### config.mk
export PLATFORM = sky130hd
export DESIGN_NAME = text_escape_glyph_layout_unit
export DESIGN_NICKNAME = d
export VERILOG_FILES = /design/src/design/tegl_pkg.sv /design/src/design/tegl_glyph_rom.sv /design/src/design/text_escape_glyph_layout_unit.sv
export SDC_FILE = /design/constraint.sdc
export NUM_CORES = 1
export LEC_CHECK = 0
export ABC_AREA = 1
export BUFFER_PORTS_ARGS = -buffer_cell sky130_fd_sc_hd__buf_2
export CORE_MARGIN = 3
export CORE_UTILIZATION = 52
export DETAILED_ROUTE_END_ITERATION = 16
export PLACE_DENSITY = 0.86
export SLEW_MARGIN = 20
export SYNTH_ARGS = -nofsm -noshare
export SYNTH_HDL_FRONTEND = slang
export SYNTH_HIERARCHICAL = 1
export SYNTH_SLANG_ARGS = --single-unit
export TNS_END_PERCENT = 30
### constraint.sdc
create_clock -name clk -period 4.2 [get_ports clk]
set_input_delay 0.42 -clock clk [delete_from_list [all_inputs] [get_ports clk]]
set_output_delay 0.42 -clock clk [all_outputs]
set_load 0.02 [all_outputs]
### src/design/tegl_pkg.sv
package tegl_pkg;

  // Pen arithmetic width; the coordinate ports stay 12 bits wide.
  localparam int COORD_BITS    = 12;
  localparam int OUT_COORD_W   = 12;
  localparam int GLYPH_ADVANCE = 6;
  localparam int LINE_ADVANCE  = 9;

  localparam int CFG_IDX_W = 2;
  localparam logic [CFG_IDX_W-1:0] REG_ORIGIN_X   = 2'd0;
  localparam logic [CFG_IDX_W-1:0] REG_ORIGIN_Y   = 2'd1;
  localparam logic [CFG_IDX_W-1:0] REG_DOUBLED    = 2'd2;
  localparam logic [CFG_IDX_W-1:0] REG_BASE_COLOR = 2'd3;

  localparam logic [31:0] BASE_COLOR_RESET = 32'hFFFF_FFFF;

  localparam logic [7:0] CH_DOLLAR  = 8'h24;
  localparam logic [7:0] CH_NEWLINE = 8'h0A;

  // Atlas cell of the question mark, used for every byte not in the atlas.
  localparam logic [3:0] QMARK_COL = 4'd13;
  localparam logic [3:0] QMARK_ROW = 4'd14;

  typedef struct packed {
    logic [3:0] col;
    logic [3:0] row;
  } glyph_cell_t;

endpackage

### src/design/tegl_glyph_rom.sv
module tegl_glyph_rom import tegl_pkg::*; (
  input  logic [7:0]  ch,
  output glyph_cell_t glyph
);

  logic [7:0] uc;

  always_comb begin
    // Lower case folds onto the upper case cells.
    uc = ((ch >= "a") && (ch <= "z")) ? (ch - 8'd32) : ch;
    glyph.col = QMARK_COL;
    glyph.row = QMARK_ROW;
    if ((uc >= "A") && (uc <= "P")) begin
      glyph.col = 4'(uc - "A");
      glyph.row = 4'd15;
    end else if ((uc >= "Q") && (uc <= "Z")) begin
      glyph.col = 4'(uc - "Q");
      glyph.row = 4'd14;
    end else if ((uc >= "0") && (uc <= "9")) begin
      glyph.col = 4'(uc - "0");
      glyph.row = 4'd13;
    end else begin
      case (uc)
        ":":     begin glyph.col = 4'd10; glyph.row = 4'd14; end
        ".":     begin glyph.col = 4'd11; glyph.row = 4'd14; end
        ",":     begin glyph.col = 4'd12; glyph.row = 4'd14; end
        "?":     begin glyph.col = 4'd13; glyph.row = 4'd14; end
        "!":     begin glyph.col = 4'd14; glyph.row = 4'd14; end
        8'h27:   begin glyph.col = 4'd10; glyph.row = 4'd13; end
        8'h22:   begin glyph.col = 4'd11; glyph.row = 4'd13; end
        "(":     begin glyph.col = 4'd12; glyph.row = 4'd13; end
        ")":     begin glyph.col = 4'd13; glyph.row = 4'd13; end
        " ":     begin glyph.col = 4'd14; glyph.row = 4'd13; end
        default: begin glyph.col = QMARK_COL; glyph.row = QMARK_ROW; end
      endcase
    end
  end

endmodule

### src/design/text_escape_glyph_layout_unit.sv
// A result is registered and shown on the outputs the cycle after its byte is accepted.
// One byte per cycle while out_ready is high; a doubled glyph stalls the next byte until
// its main copy is taken and the register holds its shadow. Newline and escape bytes
// give no beat, but $ after an escape's $ gives a glyph, a cut-short escape an error beat.
// Reset (synchronous, rst_n low): registers return to their reset values, the parser is
// idle, the next byte starts a new string and the output register is empty.
module text_escape_glyph_layout_unit import tegl_pkg::*; (
  input  logic                          clk,
  input  logic                          rst_n,
  input  logic                          in_valid,
  output logic                          in_ready,
  input  logic [7:0]                    in_text_byte,
  input  logic                          in_end_of_text,
  input  logic                          cfg_valid,
  output logic                          cfg_ready,
  input  logic [CFG_IDX_W-1:0]          cfg_index,
  input  logic [31:0]                   cfg_data,
  output logic                          out_valid,
  input  logic                          out_ready,
  output logic [3:0]                    out_atlas_col,
  output logic [3:0]                    out_atlas_row,
  output logic signed [OUT_COORD_W-1:0] out_pen_x_out,
  output logic signed [OUT_COORD_W-1:0] out_pen_y_out,
  output logic                          out_from_palette,
  output logic [31:0]                   out_color_word,
  output logic                          out_is_shadow,
  output logic                          out_bad_escape,
  output logic                          out_run_last
);

  localparam logic [1:0] PH_IDLE  = 2'd0;
  localparam logic [1:0] PH_TENS  = 2'd1;
  localparam logic [1:0] PH_UNITS = 2'd2;

  typedef struct packed {
    logic [3:0]                   col;
    logic [3:0]                   row;
    logic signed [COORD_BITS-1:0] x;
    logic signed [COORD_BITS-1:0] y;
    logic                         from_pal;
    logic [31:0]                  color;
    logic                         shadow;
    logic                         bad;
    logic                         last;
  } result_t;

  // Configuration registers.
  logic signed [11:0] origin_x_r, origin_y_r;
  logic               doubled_r;
  logic [31:0]        base_color_r;

  // Parse state.
  logic signed [COORD_BITS-1:0] pen_x_r, pen_x_nxt, pen_y_r, pen_y_nxt;
  logic [1:0]                   phase_r, phase_nxt;
  logic [3:0]                   tens_r, tens_nxt;
  logic                         pal_active_r, pal_active_nxt;
  logic [6:0]                   pal_idx_r, pal_idx_nxt;
  logic                         open_r, open_nxt;

  // Output register.
  result_t res_r, new_res;
  logic    out_valid_r, pend_r;
  logic    emit, emit_pend;

  logic                         in_fire;
  logic signed [COORD_BITS-1:0] eff_x, eff_y, origin_x_c;
  logic [3:0]                   digit;
  glyph_cell_t                  glyph;

  tegl_glyph_rom u_rom (
    .ch    (in_text_byte),
    .glyph (glyph)
  );

  assign cfg_ready = 1'b1;
  assign in_ready  = !out_valid_r || (out_ready && !pend_r);
  assign in_fire   = in_valid && in_ready;

  assign origin_x_c = COORD_BITS'(origin_x_r);
  assign eff_x      = open_r ? pen_x_r : origin_x_c;
  assign eff_y      = open_r ? pen_y_r : COORD_BITS'(origin_y_r);

  // Escape digits clamp to 0..9; in range the low nibble of the byte is the digit.
  assign digit = (in_text_byte < "0") ? 4'd0 :
                 (in_text_byte > "9") ? 4'd9 : in_text_byte[3:0];

  always_comb begin
    pen_x_nxt      = pen_x_r;
    pen_y_nxt      = pen_y_r;
    phase_nxt      = phase_r;
    tens_nxt       = tens_r;
    pal_active_nxt = pal_active_r;
    pal_idx_nxt    = pal_idx_r;
    open_nxt       = open_r;
    emit           = 1'b0;
    emit_pend      = 1'b0;

    new_res.col      = glyph.col;
    new_res.row      = glyph.row;
    new_res.x        = eff_x;
    new_res.y        = eff_y;
    new_res.from_pal = pal_active_r;
    new_res.color    = pal_active_r ? {25'd0, pal_idx_r} : base_color_r;
    new_res.shadow   = 1'b0;
    new_res.bad      = 1'b0;
    new_res.last     = !doubled_r;

    if (in_fire) begin
      pen_x_nxt = eff_x;
      pen_y_nxt = eff_y;
      open_nxt  = 1'b1;
      case (phase_r)
        PH_TENS: begin
          if (in_text_byte == CH_DOLLAR) begin
            phase_nxt = PH_IDLE;
            emit      = 1'b1;
            emit_pend = doubled_r;
            pen_x_nxt = eff_x + COORD_BITS'(GLYPH_ADVANCE);
          end else begin
            tens_nxt  = digit;
            phase_nxt = PH_UNITS;
            if (in_end_of_text) begin
              // String ends inside a color escape: one error beat, no glyph.
              emit        = 1'b1;
              new_res.col = 4'd0;
              new_res.row = 4'd0;
              new_res.bad = 1'b1;
              new_res.last = 1'b1;
            end
          end
        end
        PH_UNITS: begin
          pal_idx_nxt    = 7'({3'd0, tens_r} * 7'd10) + {3'd0, digit};
          pal_active_nxt = 1'b1;
          phase_nxt      = PH_IDLE;
        end
        default: begin
          if (in_text_byte == CH_NEWLINE) begin
            pen_y_nxt = eff_y - COORD_BITS'(LINE_ADVANCE);
            pen_x_nxt = origin_x_c;
          end else if ((in_text_byte == CH_DOLLAR) && !in_end_of_text) begin
            phase_nxt = PH_TENS;
          end else begin
            emit      = 1'b1;
            emit_pend = doubled_r;
            pen_x_nxt = eff_x + COORD_BITS'(GLYPH_ADVANCE);
          end
        end
      endcase
      if (in_end_of_text) begin
        phase_nxt      = PH_IDLE;
        tens_nxt       = 4'd0;
        pal_active_nxt = 1'b0;
        pal_idx_nxt    = 7'd0;
        open_nxt       = 1'b0;
      end
    end
  end

  always_ff @(posedge clk) begin
    if (!rst_n) begin
      origin_x_r   <= '0;
      origin_y_r   <= '0;
      doubled_r    <= 1'b0;
      base_color_r <= BASE_COLOR_RESET;
    end else if (cfg_valid && cfg_ready) begin
      case (cfg_index)
        REG_ORIGIN_X:   origin_x_r   <= cfg_data[11:0];
        REG_ORIGIN_Y:   origin_y_r   <= cfg_data[11:0];
        REG_DOUBLED:    doubled_r    <= cfg_data[0];
        REG_BASE_COLOR: base_color_r <= cfg_data;
        default: ;
      endcase
    end
  end

  always_ff @(posedge clk) begin
    if (!rst_n) begin
      pen_x_r      <= '0;
      pen_y_r      <= '0;
      phase_r      <= PH_IDLE;
      tens_r       <= '0;
      pal_active_r <= 1'b0;
      pal_idx_r    <= '0;
      open_r       <= 1'b0;
    end else begin
      pen_x_r      <= pen_x_nxt;
      pen_y_r      <= pen_y_nxt;
      phase_r      <= phase_nxt;
      tens_r       <= tens_nxt;
      pal_active_r <= pal_active_nxt;
      pal_idx_r    <= pal_idx_nxt;
      open_r       <= open_nxt;
    end
  end

  always_ff @(posedge clk) begin
    if (!rst_n) begin
      out_valid_r <= 1'b0;
      pend_r      <= 1'b0;
    end else if (out_valid_r && out_ready && pend_r) begin
      // The main copy of a doubled glyph has gone; turn the register into its shadow.
      pend_r       <= 1'b0;
      res_r.y      <= res_r.y - COORD_BITS'(1);
      res_r.shadow <= 1'b1;
      res_r.last   <= 1'b1;
    end else if (emit) begin
      out_valid_r <= 1'b1;
      pend_r      <= emit_pend;
      res_r       <= new_res;
    end else if (out_valid_r && out_ready) begin
      out_valid_r <= 1'b0;
    end
  end

  assign out_valid        = out_valid_r;
  assign out_atlas_col    = res_r.col;
  assign out_atlas_row    = res_r.row;
  assign out_pen_x_out    = OUT_COORD_W'(res_r.x);
  assign out_pen_y_out    = OUT_COORD_W'(res_r.y);
  assign out_from_palette = res_r.from_pal;
  assign out_color_word   = res_r.color;
  assign out_is_shadow    = res_r.shadow;
  assign out_bad_escape   = res_r.bad;
  assign out_run_last     = res_r.last;

endmodule
==> impl_metrics.tcl, run 1 <==
set metrics [dict create \
    outcome "complete, no violations" \
    post_cts_buffers 0 \
    slew_viol_final 0 \
    port-buffer-count 117 \
    start_kind "flip-flop" \
    grt_pass1_wl_um 34300 \
    synth_top_family_by_area "simple AND/OR/NAND/NOR gates" \
    muxShareOfSynthArea_pct 0.867 \
    finalSetupTns_ns 0 \
    hold_buffers 0 \
    synth_simple_gate_area_share_pct 21.8 \
    yosysWarnings 6 \
    period_share_pct 64.8 \
    globalplace.congestion 0.921 \
    ios 119 \
    vias_per_cell 5.43 \
    crit_path_end_kind "flip-flop" \
    cts_resized 0 \
    yosys_register_bits 166 \
    clk_pin_slew_worst_paths_ns 0.06 \
    regToRegStartpoint "phase_r[0]" \
    hold_violations 0 \
    worstHoldStart "cfg_data[31]" \
    hpwl_um 14500 \
    cp.arrival_ns 2.78 \
    cts.sink_count 166 \
    grt_use_total_pct 23.5 \
    syn_inst 1080 \
    cap_violations 0 \
    clock_path_buffers 2 \
    yosys-top-cells-area "edfxtp_1 (24%), dfxtp_1 (23%), nand2_1 (9.6%)" \
    drive_gt1_share_pct 17.2 \
    vias 7674 \
    nets 1249 \
    drt_wl_total_um 21000 \
    crit_start "phase_r[0]" \
    post-route-util_pct 61.4 \
    rsz0062_at_grt "no" \
    leakagePower_nw 4.39 \
    ir_drop_uv 320 \
    seq_area_frac_synth_pct 47.0 \
    synthArstFlopShare_pct 0 \
    synthToLayoutAreaGrowth_pct 15.1 \
    coreArea_mm2 0.0159 \
    htree_levels 4 \
    dieArea_mm2 0.0179 \
    fin_cells 1412 \
    die_h_um 134 \
    worst_pin_slew_ns 0.917 \
    synth_compound_area_share_pct 16.3 \
    netlist-cell-type-count 56 \
    post-route-min-period_ns 2.72 \
    synth-adder-area-share_pct 2.82 \
    insertion_delay_ns 0.44 \
    cp_max_fo 20 \
    critPathRequiredTime_ns 4.26 \
    drc_errors 0 \
    yosys.area.top_type_share_pct 24.0 \
    synthFlopType "dfxtp_1" \
    cts_tree "built" \
    hold_class "in2reg" \
    firstDrtPassIters 6 \
    p_total_mw 3.91 \
    row_count 46 \
    max_freq_mhz 368 \
    cts_root_buf "clkbuf_16" \
    synth_edf_count 68 \
    cts_made_buffers 17 \
    placed_cells 1380 \
    syn_area_per_cell_um2 7.88 \
    final_common_cell "nand2_1" \
    slew_headroom_pct 38.6 \
    gr-total-overflow 0 \
    final.setup_skew_ns 0.0136 \
    grt_pass1_vias 7222 \
    wl_per_cell_um 14.9 \
    synth_xor_area_share_pct 1.85 \
    start_util_pct 53.4 \
    grt_max_degree 60 \
    drt.antenna.violating_nets 0 \
    synth_area_mm2 0.00851 \
    final_cell_mix "nand2_1 (217), inv_1 (137), o21ai_0 (120), buf_2 (117), nor2_1 (101)" \
    antenna_found_initial 0 \
    path_class "reg2reg" \
    synth_top_cell_by_area "edfxtp_1" \
    power_density_mw_per_mm2 399 \
    die_w_um 134 \
    setup_viol 0 \
    diodes 0 \
    dr.first_iter.drc_count 786 \
]
## per-layer routing
metal / track usage (%) / vias up / routed length [um]
met2: 38.3 / 335 / 10200
met1: 30.7 / 3545 / 8810
met4: 9.09 / 0 / 577
li1: - / 3740 / -
met5: 0 / - / 0
met3: 5.03 / 54 / 1420
## critical path, stage by stage, from the launching register on
cell,delay (ns)
dfxtp_1,0.33
inv_1,0.06
ha_1,0.45
nand4_1,0.15
buf_4,0.25
nand2_1,0.08
a21oi_1,0.14
nand2_2,0.23
a21oi_2,0.64
## Yosys cell counts (3+ instances only)
cell type,instances
nor2_4,4
o211ai_1,6
ha_1,16
clkinv_1,3
xnor2_1,11
o31ai_1,3
nor2_2,6
a31oi_1,5
mux2i_1,6
edfxtp_1,68
nand4_1,11
buf_4,3
nand2_1,217
buf_2,9
or2_2,3
o22ai_1,4
nor3_1,12
inv_1,137
dfxtp_1,98
o21ai_1,7
buf_6,5
xor2_1,7
a21oi_1,92
nor2_1,102
nand2_2,9
o21ai_0,120
inv_2,6
clkbuf_1,27
nand3_1,45
o21ai_2,5
## per-stage QoR
stage / hold slack (ns) / area [um2] / setup WS [ns]
6_report: 0.203 / 9790 / 1.48
5_1_grt: 0.198 / 9790 / 1.23
4_1_cts: 0.188 / 9790 / 1.16
3_5_place_dp: 0.453 / 9230 / 1.08
3_3_place_gp: 0.440 / 9230 / 1.23
2_1_floorplan: 0.425 / 8520 / 0.153
## final cells by class
class | instances | area (um2)
Clock buffer | 19 | 433
Clock inverter | 13 | 125
Fill cell | 1379 | 6150
Inverter | 147 | 554
Multi-Input combinational cell | 723 | 3740
Sequential cell | 166 | 4000
Tap cell | 216 | 270
Timing Repair Buffer | 128 | 668
## registers in the layout, indices dropped and copies added, names as in the netlist, 7 cells and up
name	cells
base_color_r	32
origin_x_c	12
origin_y_r	12
out_color_word	32
out_pen_x_out	12
out_pen_y_out	12
pal_idx_r	7
pen_x_r	12
pen_y_r	12
## cells by family after synthesis
| family | Yosys count |
|---|---|
| AND/OR/NAND/NOR | 423 |
| AO/OA/AOI/OAI | 254 |
| buffers and inverters | 192 |
| flip-flops | 166 |
| adder cells (fa/ha/maj) | 18 |
| XOR/XNOR | 18 |
| multiplexers | 7 |
| other | 2 |
## worst paths after layout
check / slack (ns) / to / depth (start not counted)
setup / recovery: 1.48 / out_pen_y_out[9] / 8
hold / removal: 0.20 / base_color_r[31] / 3
setup reg to reg: 1.48 / out_pen_y_out[9] / 8
hold reg to reg: 0.46 / pal_idx_r[0] / 2
## where the power goes
part | switching, mW | internal (mW) | leakage (nW)
Combinational | 0.413 | 0.180 | 2.72
Clock | 0.661 | 0.823 | 0.262
Sequential | 0.0422 | 1.79 | 1.41
Total | 1.12 | 2.79 | 4.39
Power figures use the tool's default switching activity.
==> inputs of run 2 (changes only) <==
--- a/config.mk
+++ b/config.mk
@@ -5,7 +5,7 @@
 export SDC_FILE = /design/constraint.sdc
 export NUM_CORES = 1
 export LEC_CHECK = 0
-export ABC_AREA = 1
+export ABC_AREA = 0
 export BUFFER_PORTS_ARGS = -buffer_cell sky130_fd_sc_hd__buf_2
 export CORE_MARGIN = 3
 export CORE_UTILIZATION = 52
==> constraint.sdc (replaced) <==
create_clock -name clk -period 2.2 [get_ports clk]
set_input_delay 0.22 -clock clk [delete_from_list [all_inputs] [get_ports clk]]
set_output_delay 0.22 -clock clk [all_outputs]
set_load 0.02 [all_outputs]
==> run 2 against run 1 <==
Compared with the run above:
- die area rose by 1.2%
- critical path depth fell by 1
- cell area rose by 7.2%
- setup slack got worse by 1.5 ns
- via count rose by 0.48%
- count of clock-buffer cells in the layout did not move
- critical endpoint is now pen_x_r[7]
==> impl_metrics.tcl, run 2 <==
set metrics [dict create \
    wl_per_cell_um 17.7 \
    yosys.area.top_type_share_pct 23.7 \
    cap_violations 0 \
    hold_path_depth 3 \
    die_w_um 135 \
    yosys_register_bits 166 \
    post-route-min-period_ns 2.18 \
    final.setup_skew_ns 0.0125 \
    critPathRequiredTime_ns 2.56 \
    crit_chain "mux2i_2 -> ha_1 -> nand4bb_1 -> a211oi_1 -> a21oi_1 -> o31a_1 -> o22ai_1" \
    synth_area_mm2 0.00861 \
    drive_gt1_share_pct 26.7 \
    nets 1140 \
    place_area_mm2 0.00985 \
    coreArea_mm2 0.0161 \
    grt_max_degree 61 \
    synth_edf_count 68 \
    setup_viol 0 \
    globalplace.congestion 0.986 \
    ys_top_cells_by_count "nand2_1 (131), dfxtp_1 (98), edfxtp_1 (68), a21oi_1 (59), nand3_1 (53)" \
    crit_path_end_kind "flip-flop" \
    leakagePower_nw 4.01 \
    port-buffer-count 117 \
    vias 7711 \
    htree_levels 4 \
    synthFlopType "dfxtp_1" \
    regToRegStartpoint "open_r" \
    die_h_um 135 \
    max_freq_mhz 458 \
    cp_max_fo 5 \
    finalSetupTns_ns 0 \
    slew_headroom_pct 49.4 \
    rsz0062_at_grt "yes" \
    r2r_slack_ns 0.02 \
    dieArea_mm2 0.0181 \
    cts_root_buf "clkbuf_16" \
    worst_pin_slew_ns 0.756 \
    grt_pass1_vias 7392 \
    period_share_pct 99.2 \
    cts_tree "built" \
    final_common_cell "nand2_1" \
    hold_violations 0 \
    yosys-top-cells-area "edfxtp_1 (24%), dfxtp_1 (23%), nand2_1 (5.7%)" \
    hpwl_um 16100 \
    start_util_pct 53.6 \
    syn_area_per_cell_um2 9.46 \
    cts_made_buffers 17 \
    drc_errors 0 \
    r2r_cells 7 \
    ios 119 \
    r2r-end "pen_x_r[7]" \
    clk_pin_slew_worst_paths_ns 0.07 \
    start_kind "flip-flop" \
    slew_viol_final 0 \
    row_count 46 \
    insertion_delay_ns 0.43 \
    gr-total-overflow 0 \
    netlist-cell-type-count 96 \
    power_density_mw_per_mm2 681 \
    antenna_found_initial 1 \
    final_cell_mix "nand2_1 (131), buf_2 (117), dfxtp_1 (95), buf_4 (76), edfxtp_1 (68)" \
    setup_slack_ns 0.0185 \
    firstDrtPassIters 5 \
    fin_area_mm2 0.0105 \
    slowest_stage "a211oi_1" \
    hold_class "in2reg" \
    clock_path_buffers 2 \
    drt.antenna.violating_nets 0 \
    vias_per_cell 5.91 \
    dr.first_iter.drc_count 679 \
    placed_cells 1269 \
    crit_start "open_r" \
    cts.sink_count 166 \
    yosysWarnings 6 \
    grt_use_total_pct 25.2 \
    synth_top_cell_by_area "edfxtp_1" \
    slowest_delay_ns 0.44 \
    cp.arrival_ns 2.54 \
    drt_wl_total_um 23100 \
    fin_cells 1304 \
    place_ws_ns -0.214 \
    worstHoldStart "cfg_data[16]" \
    outcome "complete, no violations" \
    syn_inst 911 \
    synth.most_common_cell "nand2_1" \
    min_to "base_color_r[16]" \
    grt_pass1_wl_um 37100 \
    whs_ns 0.00649 \
    seq_area_frac_synth_pct 46.5 \
    ir_drop_uv 598 \
    synthArstFlopShare_pct 0 \
    synthToLayoutAreaGrowth_pct 21.9 \
    path_class "reg2reg" \
]
run 2: cell count changes after synthesis, moves of 12 or more:
cell	previous run	this run
a21oi_1	92	59
inv_1	137	31
mux2i_1	6	33
nand2_1	217	131
nor2_1	102	44
nor2b_1	0	40
o21ai_0	120	31
o22ai_1	4	16
run 2: how the worst max path moves through the flow:
| stage | slack (ns) | depth (start not counted) | to |
|---|---|---|---|
| 4_1_cts | 0.003 | 7 | pen_x_r[11] |
| 3_3_place_gp | -0.16 | 12 | pal_idx_r[5] |
| 2_1_floorplan | -0.42 | 6 | out_atlas_col[0] |
| 5_1_grt | -0.08 | 7 | pen_x_r[11] |
| 3_5_place_dp | -0.21 | 12 | pal_idx_r[5] |
| 6_report | 0.02 | 7 | pen_x_r[7] |
run 2: kinds of logic (layout without fill, tap and decap cells):
family | after synthesis | after routing | share of synthesized area [%]
xor+xnor | 22 | 22 | 2.24
compound gates | 194 | 194 | 15.2
other cells | 2 | 4 | 0.0872
fa+ha+maj | 18 | 18 | 2.79
mux | 47 | 47 | 5.78
flops | 166 | 166 | 46.5
buf+inv | 91 | 266 | 4.97
simple gates | 371 | 371 | 22.5
run 2: layout make-up:
| cell class | instances | area, um2 |
|---|---|---|
| antenna | 1 | 2.50 |
| timing repair buffer | 199 | 1260 |
| inverter | 35 | 134 |
| clock buffer | 19 | 453 |
| multi-input combinational | 655 | 4260 |
| fill | 1236 | 5560 |
| tap | 216 | 270 |
| sequential | 166 | 4010 |
| clock inverter | 13 | 118 |
run 2: stage by stage:
| step | power [mW] | utilization [%] |
|---|---|---|
| 3_5_place_dp | 4.34 | 61.3 |
| 4_1_cts | 7.16 | 65.2 |
| 3_3_place_gp | 4.32 | 61.3 |
| 5_1_grt | 7.38 | 65.4 |
| 2_1_floorplan | 4.02 | - |
| 6_report | 7.15 | 65.4 |
run 2: where the power goes:
| group | switching [mW] | internal (mW) |
|---|---|---|
| registers | 0.0743 | 3.33 |
| logic | 0.547 | 0.350 |
| clock network | 1.30 | 1.54 |
| total | 1.93 | 5.23 |
run 2: repair_timing:
item | CTS | global route
pin swaps | 4 | 2
endpoints found under the setup margin | 1 | 81
hold buffers | 2 | 0
gates resized for setup | 5 | 8
buffers inserted | 0 | 0
hold endpoints to repair | 2 | 0
run 2: worst max-delay path, delay by kind of cell, from the launching register on:
| kind | cells | cell delay, ns |
|---|---|---|
| AND/OR/NAND/NOR | 1 | 0.30 |
| flip-flops | 1 | 0.36 |
| adder cells (fa/ha/maj) | 1 | 0.27 |
| multiplexers | 1 | 0.18 |
| AO/OA/AOI/OAI | 4 | 1.00 |
run 2: layer usage:
metal | part of all wire (%) | GRT usage [%]
met1 | 42 | 33.1
met2 | 48 | 41.4
met3 | 6.0 | 4.47
met4 | 3.6 | 10.2
met5 | 0 | 0
